===== config.mk =====
export PLATFORM = sky130hd
export DESIGN_NAME = overlapping_frame_splitter
export DESIGN_NICKNAME = d
export VERILOG_FILES = /design/src/ofs_pkg.sv /design/src/ofs_front.sv /design/src/ofs_queue.sv /design/src/ofs_back.sv /design/src/overlapping_frame_splitter.sv
export SDC_FILE = /design/constraint.sdc
export NUM_CORES = 2
export LEC_CHECK = 0
export ABC_AREA = 1
export ABC_CLOCK_PERIOD_IN_PS = 6130
export BUFFER_PORTS_ARGS = -buffer_cell sky130_fd_sc_hd__buf_2
export CAP_MARGIN = 30
export CORE_MARGIN = 5
export CORE_UTILIZATION = 38
export DETAILED_ROUTE_END_ITERATION = 10
export PLACE_DENSITY_LB_ADDON = 0.15
export SYNTH_ARGS = -nofsm -noshare
export SYNTH_HDL_FRONTEND = slang
export SYNTH_HIERARCHICAL = 1
export SYNTH_SLANG_ARGS = --single-unit

===== constraint.sdc =====
create_clock -name clk -period 6.13 [get_ports clk]
set_clock_uncertainty 0.05 [all_clocks]
set_input_delay 0.3065 -clock clk [delete_from_list [all_inputs] [get_ports clk]]
set_output_delay 0.3065 -clock clk [all_outputs]
set_load 0.02 [all_outputs]

===== src/ofs_pkg.sv =====
// Shared constants for the overlapping frame splitter.
// Used by every module under src; has no dependencies of its own.
package ofs_pkg;

  // Configuration register width and indexes.
  localparam int CFG_BITS       = 7;
  localparam int CFG_INDEX_BITS = 2;

  localparam logic [CFG_INDEX_BITS-1:0] REG_FRAME_LENGTH = 2'd0;
  localparam logic [CFG_INDEX_BITS-1:0] REG_HOP          = 2'd1;
  localparam logic [CFG_INDEX_BITS-1:0] REG_ROUND_POW2   = 2'd2;

  localparam logic [CFG_BITS-1:0] FRAME_LENGTH_RESET = 7'd32;
  localparam logic [CFG_BITS-1:0] HOP_RESET          = 7'd16;
  localparam logic                ROUND_POW2_RESET   = 1'b0;

  // Input command codes carried on tuser.
  localparam logic CMD_PUSH  = 1'b0;
  localparam logic CMD_FLUSH = 1'b1;

  // Width of the position field in each result.
  localparam int POS_BITS = 6;

  // Frame descriptor queue between the front and back parts.
  localparam int QUEUE_DEPTH    = 2;
  localparam int QUEUE_PTR_BITS = 1;
  localparam int QUEUE_CNT_BITS = 2;

endpackage


===== src/ofs_front.sv =====
// Front part of the overlapping frame splitter: accepts samples and flushes,
// writes the sample store and queues one descriptor per frame to emit.
// Depends on ofs_pkg.
module ofs_front #(
  parameter int MAX_FRAME   = 64,
  parameter int SAMPLE_BITS = 16,
  parameter int CW          = $clog2(MAX_FRAME + 1),
  parameter int AW          = $clog2(MAX_FRAME) + 1,
  parameter int PW          = AW + 1
) (
  input  logic                         clk,
  input  logic                         rst,
  input  logic                         in_valid,
  output logic                         in_ready,
  input  logic                         in_cmd,
  input  logic [SAMPLE_BITS-1:0]       in_sample,
  input  logic [ofs_pkg::CFG_BITS-1:0] len_cfg,
  input  logic [ofs_pkg::CFG_BITS-1:0] hop_cfg,
  input  logic                         pow2_cfg,
  input  logic                         pend_valid,
  input  logic [PW-1:0]                pend_start,
  input  logic                         q_full,
  output logic                         q_push,
  output logic [PW+2*CW-1:0]           q_data,
  output logic                         wr_en,
  output logic [AW-1:0]                wr_addr,
  output logic [SAMPLE_BITS-1:0]       wr_data
);

  localparam int LW = (CW > ofs_pkg::CFG_BITS) ? CW : ofs_pkg::CFG_BITS;

  function automatic logic [CW-1:0] clamp_len(input logic [ofs_pkg::CFG_BITS-1:0] v);
    logic [LW-1:0] x;
    x = LW'(v);
    if (x == '0) x = LW'(1);
    if (x > LW'(MAX_FRAME)) x = LW'(MAX_FRAME);
    return CW'(x);
  endfunction

  function automatic logic [CW-1:0] pad_len(input logic [CW-1:0] l, input logic en);
    logic [CW:0] p;
    p = {1'b0, l};
    for (int k = CW; k >= 0; k--) begin
      if (((CW+1)'(1) << k) >= {1'b0, l}) p = (CW+1)'(1) << k;
    end
    if (p > (CW+1)'(MAX_FRAME)) p = (CW+1)'(MAX_FRAME);
    return en ? CW'(p) : l;
  endfunction

  logic [CW-1:0] fill, fill_next;
  logic [PW-1:0] rs, rs_next;
  logic [CW-1:0] skip, skip_next;

  logic [CW-1:0] eff_len, eff_hop, pad;
  logic [CW-1:0] fill_inc;
  logic          has_room;
  logic [PW-1:0] wp, lag;
  logic          hazard, accept;
  logic [PW-1:0] d_start;
  logic [CW-1:0] d_take, d_total;

  assign eff_len  = clamp_len(len_cfg);
  assign eff_hop  = clamp_len(hop_cfg);
  assign pad      = pad_len(eff_len, pow2_cfg);
  assign has_room = fill < CW'(MAX_FRAME);
  assign fill_inc = has_room ? fill + CW'(1) : fill;
  assign wp       = rs + PW'(fill);
  assign lag      = wp - pend_start;
  // Stop before the write pointer laps the oldest frame still being read.
  assign hazard   = pend_valid && lag[AW];
  assign in_ready = !q_full && !hazard;
  assign accept   = in_valid && in_ready;

  assign wr_addr = wp[AW-1:0];
  assign wr_data = in_sample;
  assign q_data  = {d_total, d_take, d_start};

  always_comb begin
    fill_next = fill;
    rs_next   = rs;
    skip_next = skip;
    q_push    = 1'b0;
    wr_en     = 1'b0;
    d_start   = rs;
    d_take    = eff_len;
    d_total   = pad;
    if (accept) begin
      if (in_cmd == ofs_pkg::CMD_FLUSH) begin
        if (fill != '0) begin
          q_push    = 1'b1;
          d_take    = (fill > pad) ? pad : fill;
          fill_next = '0;
          rs_next   = wp;
        end
      end else if (skip != '0) begin
        skip_next = skip - CW'(1);
      end else begin
        wr_en = has_room;
        if (fill_inc >= eff_len) begin
          q_push = 1'b1;
          if (eff_hop < fill_inc) begin
            rs_next   = rs + PW'(eff_hop);
            fill_next = fill_inc - eff_hop;
          end else begin
            skip_next = eff_hop - fill_inc;
            rs_next   = rs + PW'(fill_inc);
            fill_next = '0;
          end
        end else begin
          fill_next = fill_inc;
        end
      end
    end
  end

  always_ff @(posedge clk) begin
    if (rst) begin
      fill <= '0;
      rs   <= '0;
      skip <= '0;
    end else begin
      fill <= fill_next;
      rs   <= rs_next;
      skip <= skip_next;
    end
  end

endmodule


===== src/ofs_queue.sv =====
// Small descriptor queue between the front and back parts of the splitter.
// Depends on ofs_pkg for its depth.
module ofs_queue #(
  parameter int WIDTH = 22
) (
  input  logic             clk,
  input  logic             rst,
  input  logic             push,
  input  logic [WIDTH-1:0] push_data,
  output logic             full,
  input  logic             pop,
  output logic             head_valid,
  output logic [WIDTH-1:0] head
);

  logic [WIDTH-1:0] slots [ofs_pkg::QUEUE_DEPTH];
  logic [ofs_pkg::QUEUE_PTR_BITS-1:0] wr_ptr, rd_ptr;
  logic [ofs_pkg::QUEUE_CNT_BITS-1:0] count;

  assign full       = count == ofs_pkg::QUEUE_CNT_BITS'(ofs_pkg::QUEUE_DEPTH);
  assign head_valid = count != '0;
  assign head       = slots[rd_ptr];

  always_ff @(posedge clk) begin
    if (push) slots[wr_ptr] <= push_data;
  end

  always_ff @(posedge clk) begin
    if (rst) begin
      wr_ptr <= '0;
      rd_ptr <= '0;
      count  <= '0;
    end else begin
      if (push) wr_ptr <= wr_ptr + ofs_pkg::QUEUE_PTR_BITS'(1);
      if (pop)  rd_ptr <= rd_ptr + ofs_pkg::QUEUE_PTR_BITS'(1);
      if (push && !pop)      count <= count + ofs_pkg::QUEUE_CNT_BITS'(1);
      else if (pop && !push) count <= count - ofs_pkg::QUEUE_CNT_BITS'(1);
    end
  end

endmodule


===== src/ofs_back.sv =====
// Back part of the splitter: holds the sample store and plays out each
// queued frame descriptor as a run of results. Depends on ofs_pkg.
module ofs_back #(
  parameter int MAX_FRAME   = 64,
  parameter int SAMPLE_BITS = 16,
  parameter int CW          = $clog2(MAX_FRAME + 1),
  parameter int AW          = $clog2(MAX_FRAME) + 1,
  parameter int PW          = AW + 1
) (
  input  logic                         clk,
  input  logic                         rst,
  input  logic                         wr_en,
  input  logic [AW-1:0]                wr_addr,
  input  logic [SAMPLE_BITS-1:0]       wr_data,
  input  logic                         q_valid,
  input  logic [PW+2*CW-1:0]           q_head,
  output logic                         q_pop,
  output logic                         active,
  output logic [PW-1:0]                cur_start,
  output logic                         out_valid,
  input  logic                         out_ready,
  output logic [SAMPLE_BITS-1:0]       out_sample,
  output logic [ofs_pkg::POS_BITS-1:0] out_pos,
  output logic                         out_last
);

  logic [SAMPLE_BITS-1:0] mem [2**AW];

  logic [CW-1:0] cur_take, cur_total, idx;
  logic          issue, s1_move, idx_last;
  logic [PW-1:0] rd_ptr;

  logic                         s1_valid, s1_zero, s1_last;
  logic [ofs_pkg::POS_BITS-1:0] s1_pos;
  logic [SAMPLE_BITS-1:0]       rd_data;

  assign q_pop    = !active && q_valid;
  assign s1_move  = s1_valid && (!out_valid || out_ready);
  assign issue    = active && (!s1_valid || s1_move);
  assign idx_last = (idx + CW'(1)) == cur_total;
  assign rd_ptr   = cur_start + PW'(idx);

  always_ff @(posedge clk) begin
    if (wr_en) mem[wr_addr] <= wr_data;
  end

  always_ff @(posedge clk) begin
    if (issue) rd_data <= mem[rd_ptr[AW-1:0]];
  end

  // Frame sequencer and issue stage.
  always_ff @(posedge clk) begin
    if (rst) begin
      active <= 1'b0;
    end else if (q_pop) begin
      active <= 1'b1;
    end else if (issue && idx_last) begin
      active <= 1'b0;
    end
  end

  always_ff @(posedge clk) begin
    if (q_pop) begin
      {cur_total, cur_take, cur_start} <= q_head;
      idx <= '0;
    end else if (issue) begin
      idx <= idx + CW'(1);
    end
  end

  always_ff @(posedge clk) begin
    if (rst) begin
      s1_valid <= 1'b0;
    end else if (issue) begin
      s1_valid <= 1'b1;
    end else if (s1_move) begin
      s1_valid <= 1'b0;
    end
  end

  always_ff @(posedge clk) begin
    if (issue) begin
      s1_zero <= idx >= cur_take;
      s1_pos  <= ofs_pkg::POS_BITS'(idx);
      s1_last <= idx_last;
    end
  end

  // Output register.
  always_ff @(posedge clk) begin
    if (rst) begin
      out_valid <= 1'b0;
    end else if (s1_move) begin
      out_valid <= 1'b1;
    end else if (out_ready) begin
      out_valid <= 1'b0;
    end
  end

  always_ff @(posedge clk) begin
    if (s1_move) begin
      out_sample <= s1_zero ? '0 : rd_data;
      out_pos    <= s1_pos;
      out_last   <= s1_last;
    end
  end

endmodule


===== src/overlapping_frame_splitter.sv =====
// Top level of the overlapping frame splitter: configuration registers and
// the front, queue and back parts. Depends on ofs_pkg, ofs_front, ofs_queue, ofs_back.
//
// The block cuts a stream of signed samples into frames of frame_length
// samples, starting a new frame every hop samples, and emits each frame as a
// run of results zero-padded to frame_length (or to the next power of two,
// capped at MAX_FRAME, when round_pow2 is set), with tlast on the final one.
// A flush transfer (tuser high) emits whatever is buffered and empties the
// buffer. The output side loads each frame's descriptor and then plays out
// its results, holding them while m_tready is low; the issue of results
// pauses between frames while the next descriptor loads. The input stalls
// when the two-entry frame queue is full, or when a new sample would
// overwrite store entries that a pending frame has yet to read; the store
// holds twice MAX_FRAME samples (rounded up to a power of two), so in steady
// state the frame playout sets the average cost per input sample. Registers
// are to be written only while idle; the block itself does not enforce this.
module overlapping_frame_splitter #(
  parameter int MAX_FRAME   = 64,
  parameter int SAMPLE_BITS = 16
) (
  input  logic                               clk,
  input  logic                               rst,
  // Input stream.
  input  logic                               s_tvalid,
  output logic                               s_tready,
  input  logic [((SAMPLE_BITS+7)/8)*8-1:0]   s_tdata,  // sample_in
  input  logic                               s_tuser,  // command
  // Output stream.
  output logic                               m_tvalid,
  input  logic                               m_tready,
  output logic [((SAMPLE_BITS+ofs_pkg::POS_BITS+7)/8)*8-1:0] m_tdata, // sample_out, position
  output logic                               m_tlast,  // frame_last
  // Configuration write port.
  input  logic                               cfg_we,
  input  logic [ofs_pkg::CFG_INDEX_BITS-1:0] cfg_index,
  input  logic [ofs_pkg::CFG_BITS-1:0]       cfg_data
);

  localparam int CW  = $clog2(MAX_FRAME + 1);
  localparam int AW  = $clog2(MAX_FRAME) + 1;
  localparam int PW  = AW + 1;
  localparam int QW  = PW + 2 * CW;
  localparam int ODW = ((SAMPLE_BITS + ofs_pkg::POS_BITS + 7) / 8) * 8;

  logic [ofs_pkg::CFG_BITS-1:0] frame_length, hop;
  logic                         round_pow2;

  // Configuration registers; writes to unused indexes are ignored.
  always_ff @(posedge clk) begin
    if (rst) begin
      frame_length <= ofs_pkg::FRAME_LENGTH_RESET;
      hop          <= ofs_pkg::HOP_RESET;
      round_pow2   <= ofs_pkg::ROUND_POW2_RESET;
    end else if (cfg_we) begin
      case (cfg_index)
        ofs_pkg::REG_FRAME_LENGTH: frame_length <= cfg_data;
        ofs_pkg::REG_HOP:          hop          <= cfg_data;
        ofs_pkg::REG_ROUND_POW2:   round_pow2   <= cfg_data[0];
        default: ;
      endcase
    end
  end

  logic                   q_push, q_full, q_pop, q_valid;
  logic [QW-1:0]          q_data, q_head;
  logic                   wr_en;
  logic [AW-1:0]          wr_addr;
  logic [SAMPLE_BITS-1:0] wr_data;
  logic                   back_active;
  logic [PW-1:0]          back_start;
  logic                   pend_valid;
  logic [PW-1:0]          pend_start;

  logic [SAMPLE_BITS-1:0]       out_sample;
  logic [ofs_pkg::POS_BITS-1:0] out_pos;

  // The oldest frame still to be read is the one in the back part, or else
  // the head of the queue; later frames start no earlier.
  assign pend_valid = back_active || q_valid;
  assign pend_start = back_active ? back_start : q_head[PW-1:0];

  ofs_front #(
    .MAX_FRAME  (MAX_FRAME),
    .SAMPLE_BITS(SAMPLE_BITS),
    .CW         (CW),
    .AW         (AW),
    .PW         (PW)
  ) u_front (
    .clk       (clk),
    .rst       (rst),
    .in_valid  (s_tvalid),
    .in_ready  (s_tready),
    .in_cmd    (s_tuser),
    .in_sample (s_tdata[SAMPLE_BITS-1:0]),
    .len_cfg   (frame_length),
    .hop_cfg   (hop),
    .pow2_cfg  (round_pow2),
    .pend_valid(pend_valid),
    .pend_start(pend_start),
    .q_full    (q_full),
    .q_push    (q_push),
    .q_data    (q_data),
    .wr_en     (wr_en),
    .wr_addr   (wr_addr),
    .wr_data   (wr_data)
  );

  ofs_queue #(
    .WIDTH(QW)
  ) u_queue (
    .clk       (clk),
    .rst       (rst),
    .push      (q_push),
    .push_data (q_data),
    .full      (q_full),
    .pop       (q_pop),
    .head_valid(q_valid),
    .head      (q_head)
  );

  ofs_back #(
    .MAX_FRAME  (MAX_FRAME),
    .SAMPLE_BITS(SAMPLE_BITS),
    .CW         (CW),
    .AW         (AW),
    .PW         (PW)
  ) u_back (
    .clk       (clk),
    .rst       (rst),
    .wr_en     (wr_en),
    .wr_addr   (wr_addr),
    .wr_data   (wr_data),
    .q_valid   (q_valid),
    .q_head    (q_head),
    .q_pop     (q_pop),
    .active    (back_active),
    .cur_start (back_start),
    .out_valid (m_tvalid),
    .out_ready (m_tready),
    .out_sample(out_sample),
    .out_pos   (out_pos),
    .out_last  (m_tlast)
  );

  assign m_tdata = ODW'({out_pos, out_sample});

endmodule

==> out/summary.log <==
INFO  routing        remaining_antenna_violation_count_after_routing=0
INFO  place          hpwlAfterDp=177000um
INFO  critical_path  critical_path_peak_fanout=15
INFO  synthesis      number_of_enable_type_register_cells_in_the_synthesized_netlist=2161
INFO  die            die_height=513um
INFO  synthesis      synthesis.area=0.0961mm^2
INFO  place          numPlacedInstances=12300
INFO  grt            grt-busiest-layer=met2
INFO  final_layout   num-fill-cells=24000
INFO  clock_tree     numClockSinks=2213
INFO  die            die_width=513um
INFO  critical_path  required_time_at_the_endpoint_of_the_critical_path=6840ps
INFO  sta            maxSlewHeadroom=22.8%
INFO  critical_path  critical_path.startpoint_type=flip-flop
INFO  routing        detail_route.wirelength=295000um
INFO  clock_tree     cts.reportedPaths.clkPinSlew=60ps
INFO  clock_tree     cts.path.max_buffers=3
INFO  clock_tree     number_of_h_tree_levels=4
INFO  synthesis      yosys_warnings=6
INFO  sta            layout_min_cycle_time=5410ps
INFO  synthesis      synth_top_flop_cell=edfxtp_1
INFO  sta            setup_total_negative_slack=0ps
INFO  die            floorplan.core_area=0.251mm^2
INFO  grt            globalRouteTotalUtil=21.8%
INFO  grt            grt_antenna_before_repair=10
INFO  routing        drt-pass1-iter-count=6
INFO  synthesis      ys_ff_latch=2213
INFO  die            initial_utilization=38.2%
INFO  critical_path  crit_start=u_front/fill[6]
INFO  clock_tree     clock_latency=900ps
INFO  synthesis      yosysMostFrequentCell=nand2_1
INFO  sta            post-route-period-util=88.2%
INFO  grt            global_route.overflow_total=0
INFO  synthesis      ys_top_cells_by_count=2808 x nand2_1, 2161 x edfxtp_1, 1055 x nor2_1
INFO  clock_tree     number_of_gates_resized_after_cts=0
INFO  die            rows=184
INFO  sta            timing_max_transition_violations_final=0
INFO  synthesis      synth_top_cell_by_area=edfxtp_1
INFO  sta            finalSetupViolCount=0
INFO  synthesis      yosys.area.top_type_share=67.5%
INFO  synthesis      synthArstFlopShare=0%
INFO  final_layout   final_util=43.1%
INFO  sta            max_freq=185MHz
INFO  synthesis      synthesis.area_per_instance=10.5um^2
INFO  place          gp_congestion=0.903
INFO  critical_path  worst_setup_path_endpoint=u_front/d_start[7]
INFO  critical_path  cp_data_arrival_time=6120ps
INFO  die            die_area=0.263mm^2
INFO  critical_path  reg_to_reg_critical_path_startpoint=u_front/fill[6]
INFO  sta            unrepaired_setup_endpoints_after_global_routing=false
INFO  run            max_cap_viol_count=0
INFO  grt            gr-usage-met3=2.92%
INFO  sta            tightest_slew=1160ps
INFO  synthesis      synth_cell_type_count=52
INFO  routing        vias=65400
INFO  final_layout   design.final.nets=9310
INFO  synthesis      syn-instance-count=9115
INFO  synthesis      post_synth_main_area_contributors=edfxtp_1 68%, nand2_1 11%, nand3_1 4.8%, nor2_1 4.1%, inv_1 2.9%
INFO  clock_tree     cts_root_cell=clkbuf_16
INFO  grt            grt_pass1_wl=427000um
INFO  critical_path  timing.rr.end=u_front/d_start[7]
INFO  routing        detailedRoute.firstIterationViolations=6529
INFO  routing        drt_drc_violations_left=0
INFO  final_layout   areaGrowthSynthToFinish=12.9%
INFO  min_path       hold_class=input port to flip-flop
INFO  routing        post_drt_via_cell_ratio=5.12
INFO  place          portBuffers=55
INFO  outcome        status=complete, no violations
INFO  grt            grt_max_degree=206
INFO  critical_path  endpoint_class_of_the_critical_path=flip-flop
INFO  critical_path  ff2ff_setup_slack=720ps
INFO  critical_path  ff2ff_path_depth=26
INFO  grt            grt_use_met1=29.8%
INFO  grt            grt_pass1_vias=63300
INFO  final_layout   layoutNonFillerInstCount=12800
INFO  synthesis      fraction_of_the_yosys_area_taken_by_sequential_cells=68.6%
INFO  grt            met2_usage=36.2%
INFO  final_layout   layout-drive-gt1-share=7.93%
INFO  critical_path  setup.worst_path.class=flip-flop to flip-flop
INFO  clock_tree     cts_tree=yes
INFO  routing        wl_per_cell=23.1um
INFO  clock_tree     tritoncts.num_buffers=234
INFO  die            design.portCount=58
INFO  sta            final-hold-violation-count=0
==> flip-flops by register name, indices dropped and copies added (netlist names), 2 cells and up, named ones only <==
| name | count |
|---|---|
| u_front/d_start | 8 |
| u_back/idx | 7 |
| u_back/rd_data | 16 |
| u_back/mem | 2048 |
| frame_length | 7 |
| u_back/cur_total | 7 |
| u_back/s1_pos | 6 |
| u_queue/slots | 44 |
| u_back/cur_start | 8 |
| u_back/out_pos | 6 |
| u_back/cur_take | 7 |
| u_queue/count | 2 |
| u_front/skip | 7 |
| u_front/fill | 7 |
| hop | 7 |
| u_back/out_sample | 16 |
==> cell type report <==
class	instances	area [um^2]	area share, %
Clock inverter	148	1460	1.34
Timing Repair Buffer	354	3120	2.88
Antenna cell	5	12.5	0.0115
Clock buffer	288	6090	5.61
Multi-Input combinational cell	5658	24800	22.9
Sequential cell	2213	65900	60.8
Tap cell	3348	4190	3.86
Inverter	748	2830	2.61
==> worst min-delay path by stage <==
stage | from | endpoint | slack (ps) | depth (start not counted)
after detailed placement | u_back/s1_pos[3] | u_back/out_pos[3] | 360 | 0
after CTS | cfg_data[0] | hop[0] | 110 | 4
after floorplan | rst | u_back/out_valid | 330 | 1
final | cfg_data[0] | hop[0] | 180 | 4
after global placement | u_back/s1_pos[5] | u_back/out_pos[5] | 360 | 0
after global routing | cfg_data[0] | hop[0] | 180 | 4
==> worst max-delay path, cell delays in order, from the launching register on <==
cell	delay, ps
dfxtp_1	450
inv_1	200
nand2_1	100
nor3_1	270
xor2_1	290
inv_1	140
ha_1	460
nand2_1	110
nor2_1	110
nand2_1	70
nand2_2	210
inv_1	120
o21ai_0	400
ha_1	320
nand3_1	80
nand2_1	90
nand4_1	90
nand3_1	110
xor2_1	160
nand2_1	70
nand2_1	60
inv_1	50
nand2_1	40
dlygate4sd3_1	580
nand2_1	60
dlygate4sd3_1	540
nor2_1	40
==> metrics by stage <==
step / area [um^2] / worst slack (ps) / hold slack [ps]
6_report: 108000 / 723 / 181
5_1_grt: 108000 / 301 / 184
4_1_cts: 108000 / 756 / 110
3_5_place_dp: 100000 / 937 / 356
3_3_place_gp: 100000 / 974 / 357
2_1_floorplan: 96100 / 1610 / 326
==> what timing repair did <==
| action | 4_1_cts | 5_1_grt |
|---|---|---|
| hold endpoints to repair | 700 | 0 |
| setup buffers | 0 | 0 |
| hold buffers | 49 | 0 |
==> metal layers <==
| layer | vias up | share of wire, % |
|---|---|---|
| met3 | 394 | 5.9 |
| met4 | 2 | 3.3 |
| li1 | 30500 | - |
| met2 | 2075 | 48 |
| met5 | - | 0.0044 |
| met1 | 32400 | 43 |
==> logic make-up after synthesis <==
| kind of cell | Yosys count | synth area share, % |
|---|---|---|
| buffers and inverters | 1245 | 5.65 |
| AND/OR/NAND/NOR | 4937 | 21.0 |
| multiplexers | 22 | 0.258 |
| adder cells (fa/ha/maj) | 70 | 0.951 |
| flip-flops | 2213 | 68.6 |
| other | 1 | 0.00390 |
| XOR/XNOR | 25 | 0.244 |
| AO/OA/AOI/OAI | 602 | 3.29 |
==> placed cells by master (no fill, tap or decap), types with 16 or more instances in the layout <==
master | Yosys | final
nand2_1 | 2808 | 2806
edfxtp_1 | 2161 | 2161
nor2_1 | 1055 | 1045
nand3_1 | 920 | 920
inv_1 | 739 | 738
o21ai_0 | 434 | 434
clkbuf_16 | 0 | 234
buf_4 | 46 | 221
o21ai_1 | 76 | 76
ha_1 | 65 | 64
or2_1 | 57 | 57
clkinv_2 | 0 | 52
dfxtp_1 | 52 | 52
clkbuf_1 | 138 | 51
clkinv_1 | 2 | 49
dlygate4sd3_1 | 0 | 49
buf_2 | 239 | 39
a21oi_1 | 40 | 39
buf_12 | 0 | 27
o211ai_1 | 25 | 25
mux2_2 | 22 | 22
bufinv_16 | 0 | 21
nor2_2 | 7 | 17
xor2_1 | 18 | 17
buf_6 | 38 | 16
or2_0 | 16 | 16
Power is not shown: default switching activity piles up to over one toggle a cycle in this logic, so the estimate is an artifact.
